File: src/hw/rtl/tsc_pkg.sv
`timescale 1ns / 1ps
// Shared constants, types and helpers for the Taylor sine/cosine core.
// No dependencies; every other file of the core imports this package.
package tsc_pkg;

    localparam int FRAC_BITS    = 24;
    localparam int ANGLE_W      = 32;
    localparam int MAG_W        = 32;
    localparam int TERM_W       = 31;
    localparam int X2_W         = 30;
    localparam int SUM_W        = 37;
    localparam int DIFF_W       = SUM_W + 1;
    localparam int PROD_W       = TERM_W + X2_W;
    localparam int NUM_W        = 38;
    localparam int SPLIT_W      = 24;
    localparam int RECIP_W      = 2 * SPLIT_W;
    localparam int RECIP_SHIFT  = 2 * SPLIT_W;
    localparam int PP_W         = 2 * SPLIT_W;
    localparam int TOT_W        = NUM_W + RECIP_W;
    localparam int QUOT_BITS    = 5;
    localparam int RED_LAT      = QUOT_BITS + 5;
    localparam int STEP_LAT     = 4;
    localparam int OUT_LAT      = 3;
    localparam int DEF_SERIES_TERMS = 7;

    // 2*pi with 60 fraction bits, rounded half up to FRAC_BITS
    localparam logic [63:0] TWO_PI_Q60  = 64'h6487_ED51_10B4_611A;
    localparam logic [63:0] TWO_PI_FULL = (TWO_PI_Q60 >> (60 - FRAC_BITS))
                                        + ((TWO_PI_Q60 >> (59 - FRAC_BITS)) & 64'd1);
    localparam logic [MAG_W-1:0] TWO_PI = TWO_PI_FULL[MAG_W-1:0];

    localparam logic [TERM_W-1:0] ONE_FIX = TERM_W'(1) << FRAC_BITS;

    localparam logic signed [DIFF_W-1:0] Q_HI = DIFF_W'(64'sh0000_0000_7FFF_FFFF);
    localparam logic signed [DIFF_W-1:0] Q_LO = DIFF_W'(-64'sh0000_0000_8000_0000);

    typedef struct packed {
        logic valid;
        logic neg;
    } tsc_ctrl_t;

    function automatic logic [ANGLE_W-1:0] sat_q(input logic signed [DIFF_W-1:0] v);
        logic [ANGLE_W-1:0] r;
        if (v > Q_HI)
            r = Q_HI[ANGLE_W-1:0];
        else if (v < Q_LO)
            r = Q_LO[ANGLE_W-1:0];
        else
            r = v[ANGLE_W-1:0];
        return r;
    endfunction

endpackage

File: src/hw/rtl/tsc_reduce.sv
`timescale 1ns / 1ps
// Range reduction modulo 2*pi (one quotient bit per stage) and x^2.
// Depends on tsc_pkg.
module tsc_reduce (
    input  logic                        clk,
    input  logic                        rst_n,
    input  logic                        in_valid,
    input  logic [tsc_pkg::ANGLE_W-1:0] angle,
    output tsc_pkg::tsc_ctrl_t          out_ctrl,
    output logic [tsc_pkg::X2_W-1:0]    out_x2,
    output logic [tsc_pkg::TERM_W-1:0]  out_term
);
    import tsc_pkg::*;

    tsc_ctrl_t          ctrl_reg [RED_LAT];
    logic [MAG_W-1:0]   mag0_reg;
    logic [MAG_W-1:0]   mag_reg [QUOT_BITS+1];
    logic [MAG_W-1:0]   rem_reg [QUOT_BITS+1];
    logic               gt_reg  [QUOT_BITS+1];
    logic [TERM_W-1:0]  red_reg;
    logic [TERM_W-1:0]  red_sq_reg;
    logic [TERM_W-1:0]  red_x2_reg;
    logic [2*TERM_W-1:0] sq_reg;
    logic [X2_W-1:0]    x2_reg;
    logic [TERM_W-1:0]  red_next;
    logic [X2_W-1:0]    x2_next;

    always_ff @(posedge clk or negedge rst_n)
    begin
        if (!rst_n)
        begin
            for (int i = 0; i < RED_LAT; i++)
                ctrl_reg[i] <= '0;
        end
        else
        begin
            ctrl_reg[0] <= '{valid: in_valid, neg: angle[ANGLE_W-1]};
            for (int i = 1; i < RED_LAT; i++)
                ctrl_reg[i] <= ctrl_reg[i-1];
        end
    end

    // magnitude, then (m-1) for the modulo path
    always_ff @(posedge clk)
    begin
        mag0_reg   <= angle[ANGLE_W-1] ? (~angle + MAG_W'(1)) : angle;
        mag_reg[0] <= mag0_reg;
        rem_reg[0] <= mag0_reg - MAG_W'(1);
        gt_reg[0]  <= mag0_reg > TWO_PI;
    end

    for (genvar j = 1; j <= QUOT_BITS; j++) begin : g_div
        localparam logic [MAG_W-1:0] STEP_C = TWO_PI << (QUOT_BITS - j);
        always_ff @(posedge clk)
        begin
            rem_reg[j] <= (rem_reg[j-1] >= STEP_C) ? rem_reg[j-1] - STEP_C : rem_reg[j-1];
            mag_reg[j] <= mag_reg[j-1];
            gt_reg[j]  <= gt_reg[j-1];
        end
    end

    assign red_next = gt_reg[QUOT_BITS] ? TERM_W'(rem_reg[QUOT_BITS] + MAG_W'(1))
                                        : TERM_W'(mag_reg[QUOT_BITS]);
    // x^2 rounded half up
    assign x2_next  = X2_W'((sq_reg >> FRAC_BITS) + (2*TERM_W)'(sq_reg[FRAC_BITS-1]));

    always_ff @(posedge clk)
    begin
        red_reg    <= red_next;
        sq_reg     <= (2*TERM_W)'(red_reg) * (2*TERM_W)'(red_reg);
        red_sq_reg <= red_reg;
        x2_reg     <= x2_next;
        red_x2_reg <= red_sq_reg;
    end

    assign out_ctrl = ctrl_reg[RED_LAT-1];
    assign out_x2   = x2_reg;
    assign out_term = red_x2_reg;

endmodule

File: config.mk
export PLATFORM = sky130hd
export DESIGN_NAME = tsc_reduce
export DESIGN_NICKNAME = d
export VERILOG_FILES = /design/src/hw/rtl/tsc_pkg.sv /design/src/hw/rtl/tsc_reduce.sv
export SDC_FILE = /design/constraint.sdc
export NUM_CORES = 2
export LEC_CHECK = 0
export ABC_CLOCK_PERIOD_IN_PS = 10400
export BUFFER_PORTS_ARGS = -buffer_cell sky130_fd_sc_hd__buf_2
export CAP_MARGIN = 20
export CORE_ASPECT_RATIO = 1.5
export CORE_MARGIN = 2
export CORE_UTILIZATION = 40
export DETAILED_ROUTE_END_ITERATION = 16
export PLACE_DENSITY_LB_ADDON = 0.25
export SLEW_MARGIN = 20
export SYNTH_ARGS = -nofsm -noshare
export SYNTH_HDL_FRONTEND = slang
export SYNTH_SLANG_ARGS = --single-unit
File: constraint.sdc
create_clock -name clk -period 10.4 [get_ports clk]
set_input_delay 1.56 -clock clk [delete_from_list [all_inputs] [get_ports clk]]
set_output_delay 1.56 -clock clk [all_outputs]
set_load 0.1 [all_outputs]
Yosys cells after proc, flatten, opt, wreduce, memory -nomap -nowiden
Memories as Yosys holds them, arrays and structs flattened.
Cells that the tools add are included.
W data, S select, Z words.

storage, ports and cells
  register bits after elaboration = 229
  latch bits = 0
  RAM bits = 390
  memory bits (read-only) = 0
  bits of input ports = 35
  output and inout port bits = 63
  logic and storage cells = 54
  memories kept = 3

memories
  name     words  width  read ports  clocked after Yosys merged registers in  wr ports  RTL line          text
  mag_reg  6      32     6           0                                        6         tsc_reduce.sv:17  logic [MAG_W-1:0] mag_reg [QUOT_BITS+1];
  rem_reg  6      32     6           0                                        6         tsc_reduce.sv:18  logic [MAG_W-1:0] rem_reg [QUOT_BITS+1];
  gt_reg   6      1      6           0                                        6         tsc_reduce.sv:19  logic gt_reg [QUOT_BITS+1];

cells by class
  add/subtract/negate cells = 9
  multiply operators = 1
  div/mod/pow operators = 0
  order comparisons = 6
  equality and inequality tests = 0
  shift-type cells = 0
  muxes and demuxes = 7
  bitwise gates (word level) = 1
  reduce and logical (&&, ||, !) cells = 0

operator list
  kind                      number
  $mux W32                  5
  $mux W31                  2
  $mul A31 B31 Y54          1
  $add A32 B1 Y32 const B   1
  $ge A32 B27 Y1 const B    1
  $ge A32 B28 Y1 const B    1
  $ge A32 B29 Y1 const B    1
  $ge A32 B30 Y1 const B    1
  $ge A32 B31 Y1 const B    1
  $gt A32 B27 Y1 const B    1
  $not A32 Y32              1
  $sub A32 B1 Y32 const B   1
  $sub A32 B27 Y32 const B  1
  $sub A32 B28 Y32 const B  1
  $sub A32 B29 Y32 const B  1
  $sub A32 B30 Y32 const B  1
  $sub A32 B31 Y32 const B  1
  $add A31 B1 Y31 const B   1
  $add A30 B1 Y30           1

Depth between registers and ports, before layout
  word-level depth = 3
  depth in mapped cells = 29
  gate-level depth less buffers = 28

Least setup slack after synthesis
Ideal clock, no wire load.

  path kind = flip-flop to flip-flop
  start point = register red_reg[12]
  end point = register sq_reg[43]
  setup time = 0.072 ns
  arrival time = 7.284 ns
  required time = 10.328 ns
  path slack = 3.044 ns
  cell stages (with the launch flop) = 29
  path buffers = 2
  clock period less this slack = 7.356 ns
  cell sequence = dfxtp_1 clkbuf_1 clkbuf_1 nand2_1 fa_1 inv_1 fa_1 fa_1 inv_1 fa_1 inv_1 fa_1 inv_1 fa_1 inv_1 fa_1 inv_1 fa_1 inv_1 ha_1 nand4_1 nor2_1 o221ai_1 a311oi_1 nor2_1 o31ai_1 a21oi_1 o21ai_1 xor2_1

on the way
  cells in the longest elaborated chain, start to end = 1

ends and longest elaborated chain
  item                    RTL line          text
  from (decl)             tsc_reduce.sv:20  logic [TERM_W-1:0] red_reg;
  from (signal assigned)  tsc_reduce.sv:69  red_reg <= red_next;
  $mul A31 B31 Y54        tsc_reduce.sv:70  sq_reg <= (2*TERM_W)'(red_reg) * (2*TERM_W)'(red_reg);
  to (signal assigned)    tsc_reduce.sv:70
  to (decl)               tsc_reduce.sv:23  logic [2*TERM_W-1:0] sq_reg;

Every way passes these cells.
A chain may end at the register's enable or synchronous reset.

Worst setup path after layout
  start point = register red_reg[5]
  end point = register sq_reg[43]

Same word-level chain as after synthesis.

==> run metrics <==
status=completed; DRC errors left=0; Worst Path Arrival=9590 ps; H-Tree Depth=2; Post-Synthesis Cells=4,372; DIE AREA=0.112 mm²; Worst Skew=approximately 56 ps; Synth Flop Type=dfxtp_1; Die Wd=273 µm; DRT iter0 DRCs=1,034; max-slew violations=0; worst setup path category=reg -> reg; Clock Path Buffers=3; DRT Wirelength=100,000 µm; #FFs+latches synth=around 590; Net count, final=5,465; Largest register FFs=approximately 190; Seq. cell area=0.0119 mm²; library cells used by synthesis=69; Final GP Congestion=0.905; port bufs=97; Die Y=408 µm; worst slew pin tran=just over 1000 ps; CTS clk-pin slew, worst paths=70 ps; top cell type's share of synthesized area=33.8%; clock tree sinks=approximately 590; area grow syn2layout=9.88%; average cell area after synthesis=between 9 and 10 µm²; antenna violations before repair=4; post-cts resize count=0; vias in the first global route=30,832; Initial Util=40.2%; Synth area leader=fa_1; Skew-Pair Late Insertion Delay=around 650 ps; Vias=27,848; Finish-stage setup viols=0; fraction of the yosys area taken by sequential cells=27.3%; footprint of the multi-input gates=about 0.027 mm²; final setup TNS=0 ps; GRT Overall Usage=18.7%; CP Launch Type=flop; FFs w/ async S/R, synth=3.40%; # fillers=10,395; top-level I/O count=a little under 100; RSZ-0062 raised after global routing=no; yosys warns=0; Final WS setup=between 1000 and 1500 ps; total gr overflow=0; routed len/inst=16.9 µm; hpwl dp=83,000 µm; CTS tree=yes; row cnt=148; Post-synth EDFFs=0; worst min-delay path category=reg -> reg; crit share post-route=87.1%; root buffer cell=clkbuf_16; Synth Cell Area=0.0435 mm²; syn_nets=roughly 5,400; Final Hold Viols=0; synth top area cells=fa_1 (34%), dfxtp_1 (26%), inv_1 (9.0%); DRT Pass-1 Iters=5; pre-CTS WS=1400 ps; crit path time final=9060 ps; fmax=0.110 GHz; Hold Buf Count CTS=0; share of layout cells above drive strength 1=6.53%; cts bufs inserted=between 50 and 60; Max Cap Viol=0; via/cell ratio=4.69; first-pass GRT wire length=about 160,000 µm; Required @ worst endpoint=10,930 ps; largest net degree at the start of global routing=61; Max-slew headroom=31.4%; CP Max Fanout=15; Post-CTS Setup Inserts=0; CORE AREA=0.108 mm²; final antenna-violating net count=0; CP Capture Type=flop
-- kinds of logic (layout without fill, tap and decap cells) --
group | after synthesis | count (layout) | share of synthesized area (%)
AOI/OAI and AO/OA | 352 | 352 | 5.11
and+or+nand+nor | 1013 | 1013 | 11.3
adders and majority gates | 961 | 961 | 40.3
xor gates and xnor gates | 276 | 276 | 5.55
buffers and inverters | 1171 | 1315 | 10.1
DFF | 589 | 589 | 27.3
muxes | 10 | 10 | 0.244
other | 0 | 2 | 0
-- area by class of cell --
| class | count | share of cell area (%) |
|---|---|---|
| clock buffer | 72 | 3.31 |
| inverter | 1048 | 8.23 |
| antenna | 2 | 0.0105 |
| tap | 1425 | 3.73 |
| multi-input combinational | 2612 | 57.0 |
| timing repair buffer | 162 | 2.04 |
| sequential | 589 | 24.9 |
| clock inverter | 33 | 0.835 |
-- cells in the mapped netlist, types with 21 or more instances --
master / count
o21ai_0: 26
and3_1: 22
ha_1: 226
nand2_1: 385
nor4_1: 21
a21oi_1: 104
nand3_1: 51
and2_1: 184
nor2_1: 180
o31ai_1: 29
inv_1: 1047
fa_1: 735
nand4_1: 31
nor3_1: 36
xor2_1: 87
dfxtp_1: 569
o21ai_1: 55
xnor2_1: 189
clkbuf_1: 119
-- final timing paths --
path | slack (ps) | cells after the start | from | endpoint
worst min-delay path | 290 | 0 | mag_reg[4][23]$_DFF_P_ | mag_reg[5][23]$_DFF_P_
worst max register to register | 1340 | 24 | red_reg[5]$_DFF_P_ | sq_reg[43]$_DFF_P_
worst min register to register | 290 | 0 | mag_reg[4][23]$_DFF_P_ | mag_reg[5][23]$_DFF_P_
max in group asynchronous | 9260 | 1 | rst_n | ctrl_reg[2]$_DFF_PN0_
worst max-delay path | 1340 | 24 | red_reg[5]$_DFF_P_ | sq_reg[43]$_DFF_P_
min in group asynchronous | 830 | 1 | rst_n | ctrl_reg[18]$_DFF_PN0_
-- layer usage --
layer | up-vias | part of all wire [%] | track usage, %
li1 | 13305 | - | -
met1 | 13743 | 37 | 20.1
met2 | 556 | 54 | 35.7
met3 | 244 | 3.6 | 2.13
met4 | 0 | 5.8 | 9.62
met5 | - | 0 | 0
-- worst max-delay path: stages, from the launching register on --
cell,delay [ps]
dfxtp_1,930
inv_1,440
nor2_1,400
fa_1,500
fa_1,490
fa_1,510
inv_1,50
fa_1,470
inv_1,50
fa_1,480
fa_1,510
fa_1,500
inv_1,50
fa_1,470
inv_1,40
ha_1,380
nand4_1,130
nor2_1,160
o2111ai_1,430
a311oi_2,730
nor2_1,210
o31ai_1,480
a21oi_1,180
o21ai_1,170
xor2_1,170
-- layout by cell type, fill, tap and decap left out, drive strengths merged, types with 20 or more instances in the layout --
| master | count |
|---|---|
| fa | 735 |
| o31ai | 29 |
| dfxtp | 569 |
| clkbuf | 72 |
| and2 | 184 |
| nand3 | 51 |
| nor4 | 24 |
| xor2 | 87 |
| a21oi | 104 |
| xnor2 | 189 |
| nand2 | 385 |
| ha | 226 |
| buf | 162 |
| nor3 | 39 |
| nor2 | 180 |
| and3 | 22 |
| nand4 | 31 |
| dfrtp | 20 |
| o21ai | 81 |
| inv | 1055 |
-- through the flow --
stage / instance area [µm²] / cells / hold WS (ps) / util, %
6_report: 47800 / 5943 / 292 / 44.2
5_1_grt: 47800 / 5942 / 288 / 44.2
4_1_cts: 47800 / 5941 / 298 / 44.2
3_5_place_dp: 45800 / 5836 / 312 / 42.4
3_3_place_gp: 45800 / 5836 / 310 / 42.4
2_1_floorplan: 43500 / 4372 / 310 / -
Power is not shown: default switching activity piles up to over one toggle a cycle in this logic, so the estimate is an artifact.
