### config.mk
export PLATFORM = sky130hd
export DESIGN_NAME = tsc_output
export DESIGN_NICKNAME = d
export VERILOG_FILES = /design/src/hw/rtl/tsc_pkg.sv /design/src/hw/rtl/tsc_output.sv
export SDC_FILE = /design/constraint.sdc
export NUM_CORES = 1
export LEC_CHECK = 0
export BUFFER_PORTS_ARGS = -buffer_cell sky130_fd_sc_hd__buf_2
export CORE_MARGIN = 2
export CORE_UTILIZATION = 50
export DETAILED_ROUTE_END_ITERATION = 7
export PLACE_DENSITY = 0.86
export REMOVE_ABC_BUFFERS = 1
export SLEW_MARGIN = 25
export SYNTH_ARGS = -nofsm -noshare
export SYNTH_HDL_FRONTEND = slang
export SYNTH_SLANG_ARGS = --single-unit
### constraint.sdc
create_clock -name clk -period 3.1 [get_ports clk]
set_input_delay 0.62 -clock clk [delete_from_list [all_inputs] [get_ports clk]]
set_output_delay 0.62 -clock clk [all_outputs]
set_load 0.02 [all_outputs]
### src/hw/rtl/tsc_pkg.sv
`timescale 1ns / 1ps
// Shared constants, types and helpers for the Taylor sine/cosine core.
// No dependencies; every other file of the core imports this package.
package tsc_pkg;

    localparam int FRAC_BITS    = 24;
    localparam int ANGLE_W      = 32;
    localparam int MAG_W        = 32;
    localparam int TERM_W       = 31;
    localparam int X2_W         = 30;
    localparam int SUM_W        = 37;
    localparam int DIFF_W       = SUM_W + 1;
    localparam int PROD_W       = TERM_W + X2_W;
    localparam int NUM_W        = 38;
    localparam int SPLIT_W      = 24;
    localparam int RECIP_W      = 2 * SPLIT_W;
    localparam int RECIP_SHIFT  = 2 * SPLIT_W;
    localparam int PP_W         = 2 * SPLIT_W;
    localparam int TOT_W        = NUM_W + RECIP_W;
    localparam int QUOT_BITS    = 5;
    localparam int RED_LAT      = QUOT_BITS + 5;
    localparam int STEP_LAT     = 4;
    localparam int OUT_LAT      = 3;
    localparam int DEF_SERIES_TERMS = 7;

    // 2*pi with 60 fraction bits, rounded half up to FRAC_BITS
    localparam logic [63:0] TWO_PI_Q60  = 64'h6487_ED51_10B4_611A;
    localparam logic [63:0] TWO_PI_FULL = (TWO_PI_Q60 >> (60 - FRAC_BITS))
                                        + ((TWO_PI_Q60 >> (59 - FRAC_BITS)) & 64'd1);
    localparam logic [MAG_W-1:0] TWO_PI = TWO_PI_FULL[MAG_W-1:0];

    localparam logic [TERM_W-1:0] ONE_FIX = TERM_W'(1) << FRAC_BITS;

    localparam logic signed [DIFF_W-1:0] Q_HI = DIFF_W'(64'sh0000_0000_7FFF_FFFF);
    localparam logic signed [DIFF_W-1:0] Q_LO = DIFF_W'(-64'sh0000_0000_8000_0000);

    typedef struct packed {
        logic valid;
        logic neg;
    } tsc_ctrl_t;

    function automatic logic [ANGLE_W-1:0] sat_q(input logic signed [DIFF_W-1:0] v);
        logic [ANGLE_W-1:0] r;
        if (v > Q_HI)
            r = Q_HI[ANGLE_W-1:0];
        else if (v < Q_LO)
            r = Q_LO[ANGLE_W-1:0];
        else
            r = v[ANGLE_W-1:0];
        return r;
    endfunction

endpackage

### src/hw/rtl/tsc_output.sv
`timescale 1ns / 1ps
// Final accumulate, sine sign restore, difference and Q7.24 saturation.
// Depends on tsc_pkg.
module tsc_output #(
    parameter int SERIES_TERMS = tsc_pkg::DEF_SERIES_TERMS
) (
    input  logic                             clk,
    input  logic                             rst_n,
    input  tsc_pkg::tsc_ctrl_t               in_ctrl,
    input  logic [1:0][tsc_pkg::TERM_W-1:0]  in_term,
    input  logic [1:0][tsc_pkg::SUM_W-1:0]   in_sum,
    output logic                             done,
    output logic [tsc_pkg::ANGLE_W-1:0]      sine_value,
    output logic [tsc_pkg::ANGLE_W-1:0]      cosine_value,
    output logic [tsc_pkg::ANGLE_W-1:0]      sine_minus_cosine
);
    import tsc_pkg::*;

    localparam bit SUBTRACT = (SERIES_TERMS % 2) == 1;

    tsc_ctrl_t               ctrl_reg [OUT_LAT];
    logic signed [SUM_W-1:0] sin1_reg, cos1_reg, sin2_reg, cos2_reg;
    logic [ANGLE_W-1:0]      sin_reg, cos_reg, diff_reg;
    logic signed [SUM_W-1:0] sin_t, cos_t;
    logic signed [DIFF_W-1:0] diff_next;

    assign sin_t = $signed(SUM_W'(in_term[0]));
    assign cos_t = $signed(SUM_W'(in_term[1]));
    assign diff_next = DIFF_W'(sin2_reg) - DIFF_W'(cos2_reg);

    always_ff @(posedge clk or negedge rst_n)
    begin
        if (!rst_n)
        begin
            for (int i = 0; i < OUT_LAT; i++)
                ctrl_reg[i] <= '0;
        end
        else
        begin
            ctrl_reg[0] <= in_ctrl;
            for (int i = 1; i < OUT_LAT; i++)
                ctrl_reg[i] <= ctrl_reg[i-1];
        end
    end

    always_ff @(posedge clk)
    begin
        sin1_reg <= SUBTRACT ? $signed(in_sum[0]) - sin_t : $signed(in_sum[0]) + sin_t;
        cos1_reg <= SUBTRACT ? $signed(in_sum[1]) - cos_t : $signed(in_sum[1]) + cos_t;
        sin2_reg <= ctrl_reg[0].neg ? -sin1_reg : sin1_reg;
        cos2_reg <= cos1_reg;
        sin_reg  <= sat_q(DIFF_W'(sin2_reg));
        cos_reg  <= sat_q(DIFF_W'(cos2_reg));
        diff_reg <= sat_q(diff_next);
    end

    assign done              = ctrl_reg[OUT_LAT-1].valid;
    assign sine_value        = sin_reg;
    assign cosine_value      = cos_reg;
    assign sine_minus_cosine = diff_reg;

endmodule

# == Word-level counts from Yosys, hierarchy flattened ==
# Cells that the tools add are included.
# op_classes
eq_ne,0
n_div,0
magnitude_cmp,6
mul,0
reduce_logical,0
addsub,4
shifts,0
mux,4
bitwise_logic,0
# op_table
cell,count
32-bit 2-to-1 mux,3
37-bit by 32-bit > comparator with 1-bit output (second input constant),2
37-bit by 32-bit less-than comparator with 1-bit output (second input constant),2
37-bit by 32-bit subtractor with 37-bit output,2
38-bit by 32-bit > comparator with 1-bit output (second input constant),1
38-bit by 32-bit less-than comparator with 1-bit output (second input constant),1
37-bit by 37-bit subtractor with 38-bit output,1
37-bit 2-to-1 mux,1
37-bit negator,1
# totals
regBits,248
mem_bits_ro,0
input_bits,140
elab_cells,25
n_memories,0
out_inout_bits,97
mem_bits_rw,0
latch_bits,0

# == Logic depth before layout (Yosys ltp) ==
# logic_depth
depth_word,3
ltp_mapped,14
ltp_nobuf,13

# == Least setup slack after synthesis ==
# Ideal clock, no wire load.
# synth_path
path_type,input to register
start,in in_term[1] (netlist bit)
end,reg sin1_reg[27]
arrival_time_ps,3198
cell_stages,11
n_path_buf,0
slack_ps,-160
setup_time_ps,62
required_time_ps,3038
cell_sequence,inv_1 > ha_1 > nor2b_1 > o21a_1 > o21ai_0 > a21oi_1 > o311ai_0 > a2111oi_0 > o21a_1 > or4b_2 > nand3_1
# synth_via
elab_chain_cells,1
# synth_lines
element,line,text
"start, declared",tsc_output.sv:10,"input logic [1:0][tsc_pkg::TERM_W-1:0] in_term,"
37-bit by 32-bit subtractor with 37-bit output,tsc_output.sv:48,sin1_reg <= SUBTRACT ? $signed(in_sum[0]) - sin_t : $signed(in_sum[0]) + sin_t;
"end signal, assigned",tsc_output.sv:48,
"end, declared",tsc_output.sv:22,"logic signed [SUM_W-1:0] sin1_reg, cos1_reg, sin2_reg, cos2_reg;"
# No other way between the ends.
# A chain may end at the register's enable or synchronous reset.

# == Worst setup path in the final report ==
# layout_path
start,reg sin2_reg[19]
end,reg diff_reg[21] (netlist: sine_minus_cosine[21])
# layout_via
elab_chain_cells,3
word_cells_on_any_way,4
classes_between,1 x add/sub; 2 x order compare; 1 x mux
# layout_lines
element,line,text
"start, declared",tsc_output.sv:22,
"start signal, assigned",tsc_output.sv:50,sin2_reg <= ctrl_reg[0].neg ? -sin1_reg : sin1_reg;
37-bit by 37-bit subtractor with 38-bit output *,tsc_output.sv:29,assign diff_next = DIFF_W'(sin2_reg) - DIFF_W'(cos2_reg);
38-bit by 32-bit less-than comparator with 1-bit output,tsc_pkg.sv:46,else if (v < Q_LO)
32-bit 2-to-1 mux,tsc_pkg.sv:46,
"end signal, assigned",tsc_output.sv:54,diff_reg <= sat_q(diff_next);
"end, declared",tsc_output.sv:23,"logic [ANGLE_W-1:0] sin_reg, cos_reg, diff_reg;"
# Mark *: on every way between the ends. The rest lies on a longest branch, timed or not.

==> load_flow_metrics.sql <==
INSERT INTO impl_metrics (metric_group, metric, value, unit) VALUES
('outcome', 'run_status', 'complete, but fails checks', ''),
('outcome', 'failing_checks', 'setup timing', ''),
('pwr', 'power.static_leakage', '0.00786', 'µW'),
('sta', 'maxSlewViolCount', '0', ''),
('placed_design', 'post-place-cells', '2009', ''),
('detailed_routing', 'route.vias.total', '11146', ''),
('placed_design', 'port_buffers', '236', ''),
('setup_path', 'worstRegToRegCells', '15', ''),
('final_layout', 'layout_commonest_cell', 'sky130_fd_sc_hd__buf_2', ''),
('detailed_routing', 'drt-pass1-iter-count', '5', ''),
('yosys', 'synth_largest_type_area_fraction', '40.0', '%'),
('detailed_routing', 'drt_iter0_drc', '667', ''),
('global_route', 'grt_use_total', '24.3', '%'),
('pwr', 'clockPowerShare', '21.8', '%'),
('setup_path', 'critical_path.cell_chain', 'ha_4 -> buf_6 -> a21oi_1 -> o21ai_0 -> a21boi_0 -> o221ai_1 -> a21oi_2 -> buf_4 -> o21ai_2 -> xor2_1 -> buf_4 -> o41ai_4 -> buf_6 -> buf_8 -> o21ai_1', ''),
('cts', 'cts_max_path_bufs', '3', ''),
('setup_path', 'crit_path_end_kind', 'register', ''),
('sta', 'report.final.setup_viol', '31', ''),
('cts', 'htree_num_levels', '1', ''),
('yosys', 'yosys_warnings', '0', ''),
('sta', 'rsz_0062_raised_after_global_routing', 'true', ''),
('final_layout', 'share_of_layout_cells_above_drive_strength_1', '31.9', '%'),
('global_route', 'grt-ovfl-total', '0', ''),
('detailed_routing', 'route.detailed.drc', '0', ''),
('pwr', 'sw_frac_of_total', '36.5', '%'),
('yosys', 'synth_cell_types', '69', ''),
('detailed_routing', 'post_detailed_route_count_of_antenna_violating_nets', '0', ''),
('setup_path', 'timing.critical_path.slowest_cell_delay', '0.41', 'ns'),
('setup_path', 'critical_path.max_fanout', '8', ''),
('pwr', 'total_power_consumption_of_the_routed_design', '12800', 'µW'),
('die', 'coreArea', '24200', 'µm²'),
('setup_path', 'slowest_stage', 'sky130_fd_sc_hd__dfxtp_1', ''),
('yosys', 'avgSynthCellArea', '9.05', 'µm²'),
('final_layout', 'finalNonFillerCells', '2081', ''),
('setup_path', 'critPathKind', 'reg -> reg', ''),
('sta', 'max_freq', '310', 'MHz'),
('detailed_routing', 'totalWireLength', '33300', 'µm'),
('global_route', 'grt_start_max_net_pins', '38', ''),
('hold_path', 'holdPathStages', '1', ''),
('yosys', 'synthCells', '1350', ''),
('cts', 'tritoncts.num_buffers', '23', ''),
('sta', 'final.setup.worst_slack', '-0.123', 'ns'),
('sta', 'fin_worst_skew', '0.0115', 'ns'),
('setup_path', 'timing.reg2reg.setup_slack', '-0.12', 'ns'),
('sta', 'timing.slew.headroom', '58.1', '%'),
('yosys', 'number_of_enable_type_register_cells_in_the_synthesized_netlist', '0', ''),
('global_route', 'first_pass_grt_wire_length', '51500', 'µm'),
('pwr', 'power.internal', '8160', 'µW'),
('sta', 'period_share', '104', '%'),
('placed_design', 'place.detailed.hpwl', '25300', 'µm'),
('final_layout', 'syn_to_final_growth', '34.1', '%'),
('die', 'die_height', '160', 'µm'),
('global_route', 'antenna_found_initial', '0', ''),
('pwr', 'portion_of_total_power_attributed_to_combinational_logic', '44.1', '%'),
('setup_path', 'worstSetupStartpointType', 'register', ''),
('yosys', 'synth_area_leader_cell', 'sky130_fd_sc_hd__dfxtp_1', ''),
('setup_path', 'worst-endpoint-arrival', '3.62', 'ns'),
('sta', 'tightestPinTransition', '0.629', 'ns'),
('die', 'start_util', '50.5', '%'),
('yosys', 'synth_async_sr_flop_share', '1.61', '%'),
('placed_design', 'post_place_worst_slack', '-0.824', 'ns'),
('setup_path', 'critPathBufInv', '5', ''),
('die', 'design.portCount', '237', ''),
('sta', 'final_hold_viol_count', '0', ''),
('setup_path', 'timing.critical_path.depth', '15', ''),
('pwr', 'power_switching', '4680', 'µW'),
('yosys', 'synth_area_leaders', 'sky130_fd_sc_hd__dfxtp_1 40%, sky130_fd_sc_hd__ha_1 10%, sky130_fd_sc_hd__xnor2_1 6.7%, sky130_fd_sc_hd__a21o_1 5.8%, sky130_fd_sc_hd__inv_1 4.2%', ''),
('global_route', 'grt_pass1_vias', '10925', ''),
('cts', 'worstSkewPairLatency', '0.52', 'ns'),
('detailed_routing', 'route.detailed.wl_per_inst', '16.0', 'µm'),
('yosys', 'synthFlopType', 'sky130_fd_sc_hd__dfxtp_1', '');
-- per-layer routing --
layer  vias up  part of all wire [%]  global-route usage, %
met5         -                     0                      0
met4         0                   3.2                   8.72
met3        66                   6.0                   3.36
met2       365                    49                   42.9
met1      5205                    42                   30.4
li1       5510                     -                      -
-- worst register-to-register path: cells and delay by family, from the launching register on --
kind            cells  cell delay [ns]
buf+inv             5             0.80
fa+ha+maj           1             0.24
compound gates      8             1.48
flops               1             0.41
xor+xnor            1             0.18
-- logic make-up after synthesis --
family          after synthesis  share of synthesized area (%)
buf+inv                     175                           5.38
mux                           3                          0.246
simple gates                277                           11.3
flops                       248                           40.8
xor+xnor                    118                           8.46
fa+ha+maj                   103                           10.7
compound gates              426                           23.1
-- synth_stat cells, types with 24 or more instances --
library cell,number
sky130_fd_sc_hd__xor2_1,24
sky130_fd_sc_hd__ha_1,100
sky130_fd_sc_hd__a21oi_1,95
sky130_fd_sc_hd__o21ai_0,96
sky130_fd_sc_hd__nor3_1,24
sky130_fd_sc_hd__dfxtp_1,244
sky130_fd_sc_hd__nor2_1,60
sky130_fd_sc_hd__nand2_1,80
sky130_fd_sc_hd__inv_1,136
sky130_fd_sc_hd__a21o_1,95
sky130_fd_sc_hd__xnor2_1,94
sky130_fd_sc_hd__clkbuf_1,38
-- power groups by stage --
stage               sequential, µW  combinational (µW)  clock, µW
finish                        4390                5660       2790
global route                  4450                6110       2960
CTS                           4350                5130       2840
detailed placement            4410                4690          0
global placement              4400                4600          0
floorplan                     4670                2590          0
-- timing repair --
item	in CTS	in global routing
buffers inserted	7	16
hold buffers	1	0
gates cloned	5	1
gates resized for setup	81	75
endpoints found under the setup margin	40	45
hold endpoints to repair	4	0
pin swaps	17	28
-- worst max-delay path by stage --
| stage | from | endpoint | slack, ns |
|---|---|---|---|
| final | sin2_reg[19] | sine_minus_cosine[21] | -0.12 |
| after global routing | cos2_reg[5] | sine_minus_cosine[18] | -0.22 |
| after CTS | sin2_reg[0] | sine_minus_cosine[22] | -0.06 |
| after detailed placement | in_term[1] | sin1_reg[33] | -0.82 |
| after global placement | in_term[1] | sin1_reg[33] | -0.70 |
| after floorplan | sin2_reg[0] | sine_minus_cosine[0] | -1.37 |
-- final cells by class --
cell class	instances	area, µm²
diodes	1	2.50
clock buffers	34	687
clock inverters	8	85.1
fillers	1801	7800
inverters	136	510
multi-input cells	927	7080
flip-flops and latches	248	5000
well taps	324	405
repair buffers	403	2600
-- per-stage QoR --
| step | setup TNS (ns) | util (%) | area, µm² |
|---|---|---|---|
| floorplan | -42.72 | - | 12100 |
| global placement | -12.22 | 60.9 | 14700 |
| detailed placement | -17.61 | 60.9 | 14700 |
| CTS | -0.468 | 65.7 | 15900 |
| global route | -6.19 | 67.7 | 16400 |
| finish | -3.17 | 67.7 | 16400 |
Note: power is estimated with default switching activity, not from simulation.
